**src/design/bvs_pkg.sv**
```systemverilog
// Shared types, constants and key compare for the box volume shear sort.
package bvs_pkg;

    localparam int GRID_SIDE_DEF = 8;
    localparam int QDEPTH        = 4;

    typedef struct packed {
        logic [15:0] id;
        logic [15:0] len;
        logic [15:0] wid;
        logic [15:0] hgt;
        logic [47:0] vol;
    } t_box;

    // a sorts after b: larger volume, or equal volume and larger height
    function automatic logic key_gt(input t_box a, input t_box b);
        logic v_eq;
        v_eq = (a.vol == b.vol);
        return v_eq ? (a.hgt > b.hgt) : (a.vol > b.vol);
    endfunction

endpackage

```
**src/design/bvs_front.sv**
```systemverilog
// Front end: accepts boxes, forms volume over two multiply stages, credits the queue.
module bvs_front (
    input  logic          i_clk,
    input  logic          i_rst_n,
    input  logic          i_push,
    input  logic [15:0]   i_box_id,
    input  logic [15:0]   i_length,
    input  logic [15:0]   i_width,
    input  logic [15:0]   i_height,
    input  logic          i_q_pop,
    output logic          o_full,
    output logic          o_q_push,
    output bvs_pkg::t_box o_q_data
);
    localparam int UW = $clog2(bvs_pkg::QDEPTH + 1);

    logic          r_v1, r_v2;
    logic [15:0]   r_id1, r_l1, r_w1, r_h1;
    logic [31:0]   r_p1;
    bvs_pkg::t_box r_box2;
    logic [UW-1:0] r_used, n_used;
    logic          accept;

    assign o_full   = (r_used == UW'(bvs_pkg::QDEPTH));
    assign accept   = i_push & ~o_full;
    assign o_q_push = r_v2;
    assign o_q_data = r_box2;

    // slots held by in-flight items plus queued items
    always_comb begin
        n_used = r_used + UW'(accept) - UW'(i_q_pop);
    end

    always_ff @(posedge i_clk) begin
        if (!i_rst_n) begin
            r_v1   <= 1'b0;
            r_v2   <= 1'b0;
            r_used <= '0;
        end else begin
            r_v1   <= accept;
            r_v2   <= r_v1;
            r_used <= n_used;
        end
        r_id1      <= i_box_id;
        r_l1       <= i_length;
        r_w1       <= i_width;
        r_h1       <= i_height;
        r_p1       <= 32'(i_length) * 32'(i_width);
        r_box2.id  <= r_id1;
        r_box2.len <= r_l1;
        r_box2.wid <= r_w1;
        r_box2.hgt <= r_h1;
        r_box2.vol <= 48'(r_p1) * 48'(r_h1);
    end

endmodule

```
**config.mk**
```make
export PLATFORM = sky130hd
export DESIGN_NAME = bvs_front
export DESIGN_NICKNAME = d
export VERILOG_FILES = /design/src/design/bvs_pkg.sv /design/src/design/bvs_front.sv
export SDC_FILE = /design/constraint.sdc
export NUM_CORES = 2
export LEC_CHECK = 0
export BUFFER_PORTS_ARGS = -buffer_cell sky130_fd_sc_hd__buf_2
export CORE_MARGIN = 2
export CORE_UTILIZATION = 57
export CTS_BUF_LIST = sky130_fd_sc_hd__clkbuf_4 sky130_fd_sc_hd__clkbuf_8
export DETAILED_ROUTE_END_ITERATION = 8
export PLACE_DENSITY = 0.8
export SETUP_SLACK_MARGIN = 0.2
export SYNTH_ARGS = -nofsm -noshare
export SYNTH_HDL_FRONTEND = slang
export SYNTH_SLANG_ARGS = --single-unit
```
**constraint.sdc**
```tcl
create_clock -name i_clk -period 11.9 [get_ports i_clk]
set_input_delay 2.38 -clock i_clk [delete_from_list [all_inputs] [get_ports i_clk]]
set_output_delay 2.38 -clock i_clk [all_outputs]
set_load 0.02 [all_outputs]
```
==> results.rst <==
.. list-table::
   :header-rows: 1

   * - Metric
     - Value
   * - Area leader, netlist
     - sky130_fd_sc_hd__fa_1
   * - Via count of the first global-routing pass
     - 22,086
   * - Number of H-tree levels
     - 2
   * - Unrepaired setup endpoints after global routing
     - false
   * - Post-placement cell area
     - about 30,000 um2
   * - Post-Layout Cell Count
     - between 3,000 and 4,000
   * - Ranking of synthesized cells by area
     - sky130_fd_sc_hd__fa_1 (42%), sky130_fd_sc_hd__dfxtp_1 (15%), sky130_fd_sc_hd__ha_1 (9.7%)
   * - Maximum count of clock buffers along a single path
     - 3
   * - Seq/Total Area, Yosys
     - between 10 and 15%
   * - Arrival time of data at the critical path endpoint
     - a little over 8 ns
   * - Die Height
     - roughly 230 um
   * - Placed Cells
     - ~3,800
   * - Top cell type's share of synthesized area
     - between 40% and 50%
   * - Cell Rows
     - just over 80
   * - Top Layer Used
     - met4
   * - Async set-reset flop share out of synthesis
     - 0%
   * - Vias after detailed routing
     - 20,898
   * - Wire length of the first global-routing pass
     - between 100 and 150 mm
   * - Setup-violating endpoint count in the final report
     - 0
   * - Post-cts repair resize count
     - 0
   * - Via density per instance
     - between 5 and 6
   * - Nets
     - ~4,100
   * - R2R depth
     - 20
   * - Detail Route met3 WL
     - about 5 mm
   * - Total wire length
     - between 60 and 70 mm
   * - Most frequent cell after synthesis
     - sky130_fd_sc_hd__inv_1
   * - DRC Markers
     - 0
   * - Number of endpoints with negative hold slack in the final report
     - 0
   * - Placer congestion estimate
     - slightly below 0.9
   * - CTS tree
     - yes
   * - Nature of the critical path startpoint
     - input port
   * - Starting density of the core
     - around 58%
   * - Area Growth Syn to Fin
     - 7.515%
   * - Post-route clock period utilization
     - about 65%
   * - Antenna violations before repair
     - 2
   * - Register area
     - between 4000 and 5000 um2
   * - Min Clock Period, post-route
     - about 7.7 ns
   * - Post-cts hold buffer count
     - 0
   * - Post-layout instance area
     - roughly 31,000 um2
   * - Average detailed-routed wire length per instance
     - 17.28 um
   * - Final HPWL DP
     - slightly above 50 mm
   * - Max-slew violation count
     - 0
   * - Maximum number of pins on one net before global-route repair
     - 34
   * - Fin Clk Skew
     - about 0.055 ns
   * - All-Layer GR Usage
     - 26.12%
   * - Worst Tran Pin Value
     - about 0.97 ns
   * - Share of post-route cells with drive strength above 1
     - 9.057%
   * - Crit Path Max Fanout
     - 17
   * - Accumulated negative setup slack
     - 0 ns
   * - Clock root buffer
     - sky130_fd_sc_hd__clkbuf_8
   * - Syn Std Cell Area
     - just under 30,000 um2
   * - Fillers
     - between 4,000 and 5,000
   * - Post-placement setup slack
     - about 3.6 ns
   * - Required time at the worst-slack endpoint
     - roughly 12 ns
   * - Metal-1 WL
     - 26.03 mm
   * - Clk sinks
     - roughly 210
   * - Classification of the worst setup path
     - input port to register
   * - Kind of path behind the tightest hold check
     - register to register
   * - Syn nets
     - 4,006
   * - First-pass iteration count of the detailed router
     - 9
   * - DIE AREA
     - 52,940 um2
   * - Crit. End Element
     - register
   * - Total overflow reported by the global router
     - 0
   * - Worst rel slew slack
     - a little over a third
   * - CTS Buf Count
     - 38
   * - Ports placed on the boundary
     - about 180
   * - Maximum clock frequency
     - between 100 and 150 MHz
   * - Unique masters post-synth
     - 66
   * - Number of warnings issued by yosys
     - 0
   * - Total of max-cap violations
     - 0
   * - Status
     - complete, no violations
   * - Standard cell core area
     - 50,270 um2
   * - Cell depth of the worst min-delay path
     - 0
   * - Reg clk slew, reported paths
     - 0.06 ns
   * - Initial drt markers
     - between 1,000 and 1,500
   * - Most used standard cells in the synthesized netlist
     - sky130_fd_sc_hd__inv_1 (690), sky130_fd_sc_hd__fa_1 (613), sky130_fd_sc_hd__nand2_1 (495), sky130_fd_sc_hd__and2_1 (324), sky130_fd_sc_hd__ha_1 (226)
   * - Register bit count reported by yosys
     - ~210
   * - Width of the die
     - about 230 um
   * - Crit path setup slack, layout
     - approximately 4.2 ns
   * - Post-synth EDFFs
     - 0
   * - Met2 wire length
     - approximately 34 mm
   * - Number of instances in the synthesized netlist
     - 3,099
   * - Source-to-sink clock delay at the later pin of the worst-skew pair
     - roughly 0.63 ns
   * - I/O Buffers
     - ~180
   * - Post-CTS setup buffer count
     - 0
   * - Most instantiated flip-flop cell in the synthesis netlist
     - sky130_fd_sc_hd__dfxtp_1
   * - Average instance area after synthesis
     - about 9.4 um2
   * - Total area of multi-input combinational cells
     - roughly 22,000 um2
   * - Number of nets still failing antenna checks after routing
     - 0
==> critical path, cell delays in order <==
cell                      delay [ns]
sky130_fd_sc_hd__buf_2          0.30
sky130_fd_sc_hd__nand2_1        0.13
sky130_fd_sc_hd__fa_1           0.55
sky130_fd_sc_hd__inv_1          0.06
sky130_fd_sc_hd__fa_1           0.53
sky130_fd_sc_hd__inv_1          0.06
sky130_fd_sc_hd__fa_1           0.52
sky130_fd_sc_hd__fa_1           0.55
sky130_fd_sc_hd__inv_1          0.05
sky130_fd_sc_hd__fa_1           0.49
sky130_fd_sc_hd__fa_1           0.41
sky130_fd_sc_hd__ha_1           0.38
sky130_fd_sc_hd__and3_1         0.20
sky130_fd_sc_hd__nand4_1        0.13
sky130_fd_sc_hd__o31a_1         0.39
sky130_fd_sc_hd__nor4_2         0.36
sky130_fd_sc_hd__a21oi_1        0.17
sky130_fd_sc_hd__o21ai_1        0.25
sky130_fd_sc_hd__mux2i_1        0.21
sky130_fd_sc_hd__nor2_1         0.06
==> state kept, by name, summed over array words and instances (netlist names) <==
register and count:
r_p1 32, o_q_data 112, r_used 3, r_h1 16, r_v1 1, r_id1 16, o_q_push 1, r_l1 16
r_w1 16
==> per-layer routing <==
layer / up-vias / track usage [%]
met4: 0 / 9.879
li1: 9312 / -
met1: 10581 / 33.46
met5: - / 0
met2: 835 / 44.52
met3: 170 / 4.402
==> cell type report <==
type,count,share of cell area [%]
Multi-Input combinational cell,2058,69.40
Sequential cell,213,13.64
Inverter,690,8.268
Timing Repair Buffer,196,3.251
Tap cell,672,2.684
Clock buffer,51,2.081
Clock inverter,16,0.6750
Antenna cell,1,0.007989
==> through the flow <==
| step | util (%) | hold WS, ns |
|---|---|---|
| after floorplan | - | 0.3096 |
| after global placement | 60.59 | 0.3097 |
| after detailed placement | 60.59 | 0.3121 |
| after CTS | 62.30 | 0.3208 |
| after global routing | 62.31 | 0.3192 |
| final | 62.31 | 0.3187 |
==> cell families (layout without fill, tap and decap cells) <==
group,Yosys count,after routing,synth area share [%]
XOR/XNOR,75,75,2.255
other,0,1,0
AND/OR/NAND/NOR,931,931,15.37
buffers and inverters,828,953,10.75
multiplexers,2,2,0.06871
flip-flops,213,213,14.64
adder cells (fa/ha/maj),839,839,51.83
AO/OA/AOI/OAI,211,211,5.093
==> final timing paths <==
check / slack (ns) / to / startpoint
setup / recovery: 4.20 / r_p1[31] / i_length[11]
hold / removal: 0.32 / o_q_data[67] / r_w1[3]
setup reg to reg: 4.95 / o_q_data[46] / r_p1[15]
hold reg to reg: 0.32 / o_q_data[67] / r_w1[3]
==> layout by cell type, fill, tap and decap left out, types with 15 or more instances in the layout <==
cell type,instances
sky130_fd_sc_hd__nand2_1,495
sky130_fd_sc_hd__nand4_1,16
sky130_fd_sc_hd__xnor2_1,50
sky130_fd_sc_hd__and2_1,324
sky130_fd_sc_hd__a21o_1,35
sky130_fd_sc_hd__inv_1,690
sky130_fd_sc_hd__ha_1,226
sky130_fd_sc_hd__buf_4,15
sky130_fd_sc_hd__nor2_1,42
sky130_fd_sc_hd__a21oi_1,68
sky130_fd_sc_hd__dfxtp_1,207
sky130_fd_sc_hd__nand3_1,15
sky130_fd_sc_hd__o21ai_0,22
sky130_fd_sc_hd__fa_1,613
sky130_fd_sc_hd__clkbuf_8,43
sky130_fd_sc_hd__buf_2,181
sky130_fd_sc_hd__xor2_1,25
Power is not shown: default switching activity piles up to over one toggle a cycle in this logic, so the estimate is an artifact.
