`src/design/bvs_pkg.sv`:
```
// Shared types, constants and key compare for the box volume shear sort.
package bvs_pkg;

    localparam int GRID_SIDE_DEF = 8;
    localparam int QDEPTH        = 4;

    typedef struct packed {
        logic [15:0] id;
        logic [15:0] len;
        logic [15:0] wid;
        logic [15:0] hgt;
        logic [47:0] vol;
    } t_box;

    // a sorts after b: larger volume, or equal volume and larger height
    function automatic logic key_gt(input t_box a, input t_box b);
        logic v_eq;
        v_eq = (a.vol == b.vol);
        return v_eq ? (a.hgt > b.hgt) : (a.vol > b.vol);
    endfunction

endpackage

```
`src/design/bvs_queue.sv`:
```
// Short register queue between the front end and the sort engine.
module bvs_queue (
    input  logic          i_clk,
    input  logic          i_rst_n,
    input  logic          i_push,
    input  bvs_pkg::t_box i_data,
    input  logic          i_pop,
    output logic          o_valid,
    output bvs_pkg::t_box o_data,
    output logic [$clog2(bvs_pkg::QDEPTH+1)-1:0] o_count
);
    localparam int AW = $clog2(bvs_pkg::QDEPTH);
    localparam int CW = $clog2(bvs_pkg::QDEPTH + 1);

    bvs_pkg::t_box r_mem [bvs_pkg::QDEPTH];
    logic [AW-1:0] r_wp, r_rp;
    logic [CW-1:0] r_cnt;

    assign o_valid = (r_cnt != '0);
    assign o_data  = r_mem[r_rp];
    assign o_count = r_cnt;

    always_ff @(posedge i_clk) begin
        if (!i_rst_n) begin
            r_wp  <= '0;
            r_rp  <= '0;
            r_cnt <= '0;
        end else begin
            if (i_push) begin
                r_wp <= r_wp + 1'b1;
            end
            if (i_pop) begin
                r_rp <= r_rp + 1'b1;
            end
            r_cnt <= r_cnt + CW'(i_push) - CW'(i_pop);
        end
        if (i_push) begin
            r_mem[r_wp] <= i_data;
        end
    end

endmodule

```
`config.mk`:
```
export PLATFORM = sky130hd
export DESIGN_NAME = bvs_queue
export DESIGN_NICKNAME = d
export VERILOG_FILES = /design/src/design/bvs_pkg.sv /design/src/design/bvs_queue.sv
export SDC_FILE = /design/constraint.sdc
export NUM_CORES = 1
export LEC_CHECK = 0
export ABC_AREA = 1
export BUFFER_PORTS_ARGS = -buffer_cell sky130_fd_sc_hd__buf_2
export CAP_MARGIN = 20
export CORE_UTILIZATION = 50
export DETAILED_ROUTE_END_ITERATION = 12
export PLACE_DENSITY_LB_ADDON = 0.15
export SKIP_LAST_GASP = 1
export SYNTH_ARGS = -nofsm -noshare
export SYNTH_HDL_FRONTEND = slang
export SYNTH_SLANG_ARGS = --single-unit
```
`constraint.sdc`:
```
create_clock -name i_clk -period 5.1 [get_ports i_clk]
set_clock_uncertainty 0.05 [all_clocks]
set_input_delay 1.53 -clock i_clk [delete_from_list [all_inputs] [get_ports i_clk]]
set_output_delay 1.53 -clock i_clk [all_outputs]
set_load 0.02 [all_outputs]
```
==> report_table.html <==
<table>
<tr><th>Metric</th><th>Value</th></tr>
<tr><th colspan="2">Run status</th></tr>
<tr><td>Outcome</td><td>completed</td></tr>
<tr><th colspan="2">Power</th></tr>
<tr><td>Sequential cell fraction of total power</td><td>51.5%</td></tr>
<tr><td>Overall power</td><td>8.45 mW</td></tr>
<tr><td>Comb pwr share</td><td>10.1%</td></tr>
<tr><td>Total power density per cell area</td><td>~400 nW/um2</td></tr>
<tr><td>Internal Dissipation</td><td>6.48 mW</td></tr>
<tr><td>Proportion of power drawn by the clock network</td><td>slightly below 40%</td></tr>
<tr><td>Leakage dissipation</td><td>slightly above 8 nW</td></tr>
<tr><td>IR drop worst, VDD</td><td>0.286 mV</td></tr>
<tr><td>Net switching share of the total power</td><td>23.4%</td></tr>
<tr><td>Net switching power</td><td>1.97 mW</td></tr>
<tr><th colspan="2">Synth</th></tr>
<tr><td>Cell with the most instances after synthesis</td><td>edfxtp_1</td></tr>
<tr><td>Number of register bits inferred by synthesis</td><td>around 460</td></tr>
<tr><td>Number of warnings issued by yosys</td><td>0</td></tr>
<tr><td>Cell accounting for the most synthesized area</td><td>edfxtp_1</td></tr>
<tr><td>Number of distinct library cell variants in the gate-level netlist after synthesis</td><td>16</td></tr>
<tr><td>Cell area after synthesis</td><td>18100 um2</td></tr>
<tr><td>Commonest cells in the synthesized netlist</td><td>edfxtp_1 (448), inv_1 (239), nand2_1 (234), a21oi_1 (118), o211ai_1 (112)</td></tr>
<tr><td>Cells taking the most area after synthesis</td><td>edfxtp_1 (74%), inv_1 (5.0%), nand2_1 (4.9%)</td></tr>
<tr><td>Average instance area after synthesis</td><td>13.3 um2</td></tr>
<tr><td>Proportion of register bits with asynchronous set or reset after synthesis</td><td>0%</td></tr>
<tr><td>Post-synthesis net count</td><td>1484</td></tr>
<tr><td>Mapped Cells</td><td>1361</td></tr>
<tr><td>Number of flops mapped to enable cells by yosys</td><td>between 400 and 500</td></tr>
<tr><td>Most used flip-flop cell after synthesis</td><td>edfxtp_1</td></tr>
<tr><td>Post-synthesis sequential area ratio</td><td>75.3%</td></tr>
<tr><td>Portion of synthesized cell area occupied by the leading cell type</td><td>74.3%</td></tr>
<tr><th colspan="2">Die</th></tr>
<tr><td>Std-Cell Rows</td><td>69</td></tr>
<tr><td>DIE WIDTH</td><td>~190 um</td></tr>
<tr><td>Die extent in y</td><td>192 um</td></tr>
<tr><td>Area of the core region</td><td>approximately 36000 um2</td></tr>
<tr><td>Count of boundary I/O pins</td><td>roughly 230</td></tr>
<tr><td>Total die area</td><td>37000 um2</td></tr>
<tr><td>Effective utilization at floorplan</td><td>around 50%</td></tr>
<tr><th colspan="2">Drt</th></tr>
<tr><td>Average wire per standard cell</td><td>16.2 um</td></tr>
<tr><td>Antenna Nets Post-Route</td><td>0</td></tr>
<tr><td>WL final</td><td>33.6 mm</td></tr>
<tr><td>Length of the first detailed-routing pass in iterations</td><td>7</td></tr>
<tr><td>DR iter-0 viols</td><td>639</td></tr>
<tr><td>Vias per Instance</td><td>4.99</td></tr>
<tr><td>Total via count in the routed design</td><td>around 10000</td></tr>
<tr><td>DRC errors left</td><td>0</td></tr>
<tr><th colspan="2">STA</th></tr>
<tr><td>Number of setup violations in the final report</td><td>0</td></tr>
<tr><td>Worst hold margin</td><td>0.414 ns</td></tr>
<tr><td>Final count of hold timing violations</td><td>0</td></tr>
<tr><td>Number of slew-limit violations in the final report</td><td>0</td></tr>
<tr><td>Max-Slew Margin vs Limit</td><td>33.0%</td></tr>
<tr><td>Fmax achieved</td><td>258 MHz</td></tr>
<tr><td>Unrepaired setup endpoints after global routing</td><td>false</td></tr>
<tr><td>Worst-case setup margin in the final layout</td><td>1.22 ns</td></tr>
<tr><td>Min Tclk post-route</td><td>3.88 ns</td></tr>
<tr><td>Sum of negative setup slack</td><td>0 ns</td></tr>
<tr><td>Transition time at the pin with the least slew margin</td><td>1.00 ns</td></tr>
<tr><td>Final period util</td><td>between 70 and 80%</td></tr>
<tr><th colspan="2">Clock tree</th></tr>
<tr><td>CTS tree</td><td>built</td></tr>
<tr><td>Number of post-CTS setup repair buffers</td><td>0</td></tr>
<tr><td>Clock slew at the register clock pins of the worst setup and hold paths</td><td>0.06 ns</td></tr>
<tr><td>Clock Tree Buf Depth</td><td>3</td></tr>
<tr><td>H-tree depth reported by CTS</td><td>2</td></tr>
<tr><td>Clock Tree Root</td><td>clkbuf_16</td></tr>
<tr><td>Hold-fix buffers at CTS</td><td>0</td></tr>
<tr><td>Clock net sink count</td><td>457</td></tr>
<tr><td>Post-CTS sizing</td><td>0</td></tr>
<tr><td>Number of buffers inserted during clock tree synthesis</td><td>47</td></tr>
<tr><td>Skew-Pair Late Insertion Delay</td><td>0.55 ns</td></tr>
<tr><th colspan="2">Global route</th></tr>
<tr><td>Global-route usage over all layers</td><td>18.4%</td></tr>
<tr><td>Overflow left after global routing</td><td>0</td></tr>
<tr><td>Wire length of the first global-routing pass</td><td>51.9 mm</td></tr>
<tr><td>Number of global-route vias before repair</td><td>9850</td></tr>
<tr><td>Number of antenna violations at the first check in global routing</td><td>2</td></tr>
<tr><td>Largest net degree at the start of global routing</td><td>115</td></tr>
<tr><th colspan="2">Hold path</th></tr>
<tr><td>Startpoint of the tightest hold check path</td><td>r_rp[1]</td></tr>
<tr><td>Path type of the worst min-delay path</td><td>reg -&gt; reg</td></tr>
<tr><td>Hold Path Cell Cnt</td><td>2</td></tr>
<tr><th colspan="2">Setup path</th></tr>
<tr><td>CP required</td><td>3.52 ns</td></tr>
<tr><td>CP max stage cell</td><td>dfxtp_4</td></tr>
<tr><td>Path type of the worst setup path</td><td>reg -&gt; out</td></tr>
<tr><td>Startpoint of the lowest-slack register-to-register path</td><td>r_wp[0]</td></tr>
<tr><td>CP Capture Type</td><td>output pin</td></tr>
<tr><td>Most common cell type on the critical path</td><td>nand2_1</td></tr>
<tr><td>Stages on worst setup path</td><td>5</td></tr>
<tr><td>Delay of the slowest critical-path stage</td><td>just under 0.8 ns</td></tr>
<tr><td>Top fanout value on the critical path</td><td>between 80 and 90</td></tr>
<tr><td>Critical-path cell list</td><td>buf_12 &gt; nand2_1 &gt; o211ai_1 &gt; nand2_1 &gt; buf_2</td></tr>
<tr><td>Crit path buffers/inverters</td><td>2</td></tr>
<tr><td>Cell type group with the largest total delay on the critical path</td><td>flip-flops</td></tr>
<tr><td>R2r endpoint</td><td>r_mem[2][19]</td></tr>
<tr><td>Crit start category</td><td>flip-flop</td></tr>
<tr><td>R2R depth</td><td>5</td></tr>
<tr><td>Crit path DAT</td><td>approximately 2.3 ns</td></tr>
<tr><td>R2R setup slack</td><td>3.04 ns</td></tr>
<tr><th colspan="2">Finish</th></tr>
<tr><td>Nets</td><td>1704</td></tr>
<tr><td>Area Growth Syn to Fin</td><td>15.9%</td></tr>
<tr><td>Number of non-filler instances in the completed layout</td><td>2079</td></tr>
<tr><td>Share of final-layout standard cells stronger than drive strength 1</td><td>19.4%</td></tr>
<tr><td>Final design utilization</td><td>59.0%</td></tr>
<tr><td>Filler cells</td><td>2899</td></tr>
<tr><td>Post-route standard cell area excluding fillers</td><td>21000 um2</td></tr>
<tr><th colspan="2">Placed design</th></tr>
<tr><td>Routability-driven placement congestion ratio</td><td>about 0.70</td></tr>
<tr><td>Area of placed instances</td><td>19500 um2</td></tr>
<tr><td>Setup WS pre-CTS</td><td>between 1.5 and 2 ns</td></tr>
<tr><td>Placed wire-length estimate after detailed placement</td><td>between 15 and 20 mm</td></tr>
<tr><td>Count of placed standard cells including taps</td><td>1993</td></tr>
<tr><td>Port Buffer Count</td><td>231</td></tr>
<tr><th colspan="2">Flow run</th></tr>
<tr><td>Number of maximum-capacitance constraint violations</td><td>0</td></tr>
</table>
-- area by class of cell --
class / count / area, um2 / area share [%]
antenna: 3 / 7.51 / 0.0358
clock buffer: 59 / 1280 / 6.12
clock inverter: 24 / 184 / 0.877
inverter: 239 / 907 / 4.32
multi-input combinational: 590 / 3000 / 14.3
sequential: 457 / 13600 / 65.0
tap: 461 / 577 / 2.75
timing repair buffer: 246 / 1380 / 6.58
-- power groups by stage --
stage | combinational (mW) | sequential, mW | clock [mW]
6_report | 0.850 | 4.35 | 3.25
5_1_grt | 0.945 | 4.36 | 3.48
3_3_place_gp | 0.850 | 4.43 | 0
3_5_place_dp | 0.864 | 4.43 | 0
4_1_cts | 0.867 | 4.35 | 3.34
2_1_floorplan | 0.572 | 4.43 | 0
-- logic make-up (layout without fill, tap and decap cells) --
family,count (synthesis),after routing,synth area share [%]
DFF,457,457,75.3
AOI/OAI and AO/OA,346,346,11.1
buffers and inverters,314,568,8.15
and+or+nand+nor,237,237,4.93
adders and majority gates,7,7,0.525
other,0,3,0
-- cells in the final DEF (no fill, tap or decap), types with 8 or more instances in the layout --
| master | n |
|---|---|
| clkbuf_16 | 49 |
| nand2_1 | 234 |
| buf_2 | 231 |
| o211ai_1 | 112 |
| inv_1 | 235 |
| o21ai_0 | 26 |
| edfxtp_1 | 448 |
| clkinv_1 | 14 |
| buf_12 | 9 |
| o21ai_1 | 90 |
| a21oi_1 | 118 |
| clkbuf_1 | 8 |
-- worst reg2reg max path: cells and delay by family (launching register included) --
kind | cells | cell delay, ns
flip-flops | 1 | 0.32
adder cells (fa/ha/maj) | 1 | 0.15
buffers and inverters | 3 | 1.08
AND/OR/NAND/NOR | 1 | 0.08
-- worst max-delay path by stage --
stage | startpoint | to
6_report | flip-flop | o_data[17]
4_1_cts | flip-flop | o_data[20]
2_1_floorplan | i_push | r_mem[2][0]
3_5_place_dp | flip-flop | o_data[21]
5_1_grt | flip-flop | o_data[14]
3_3_place_gp | flip-flop | o_data[20]
-- registers in the layout (all words and copies together), names as in the netlist, named ones only --
signal,count
r_mem,448
r_wp,2
o_count,3
r_rp,2
-- layer usage --
| layer | share of wire, % | vias up | track usage [%] |
|---|---|---|---|
| met5 | 0.024 | - | 0 |
| met4 | 1.7 | 2 | 4.88 |
| met3 | 6.3 | 44 | 4.87 |
| met2 | 49 | 240 | 31.4 |
| met1 | 43 | 4905 | 23.1 |
| li1 | - | 5189 | - |
Note: power is estimated with default switching activity, not from simulation.
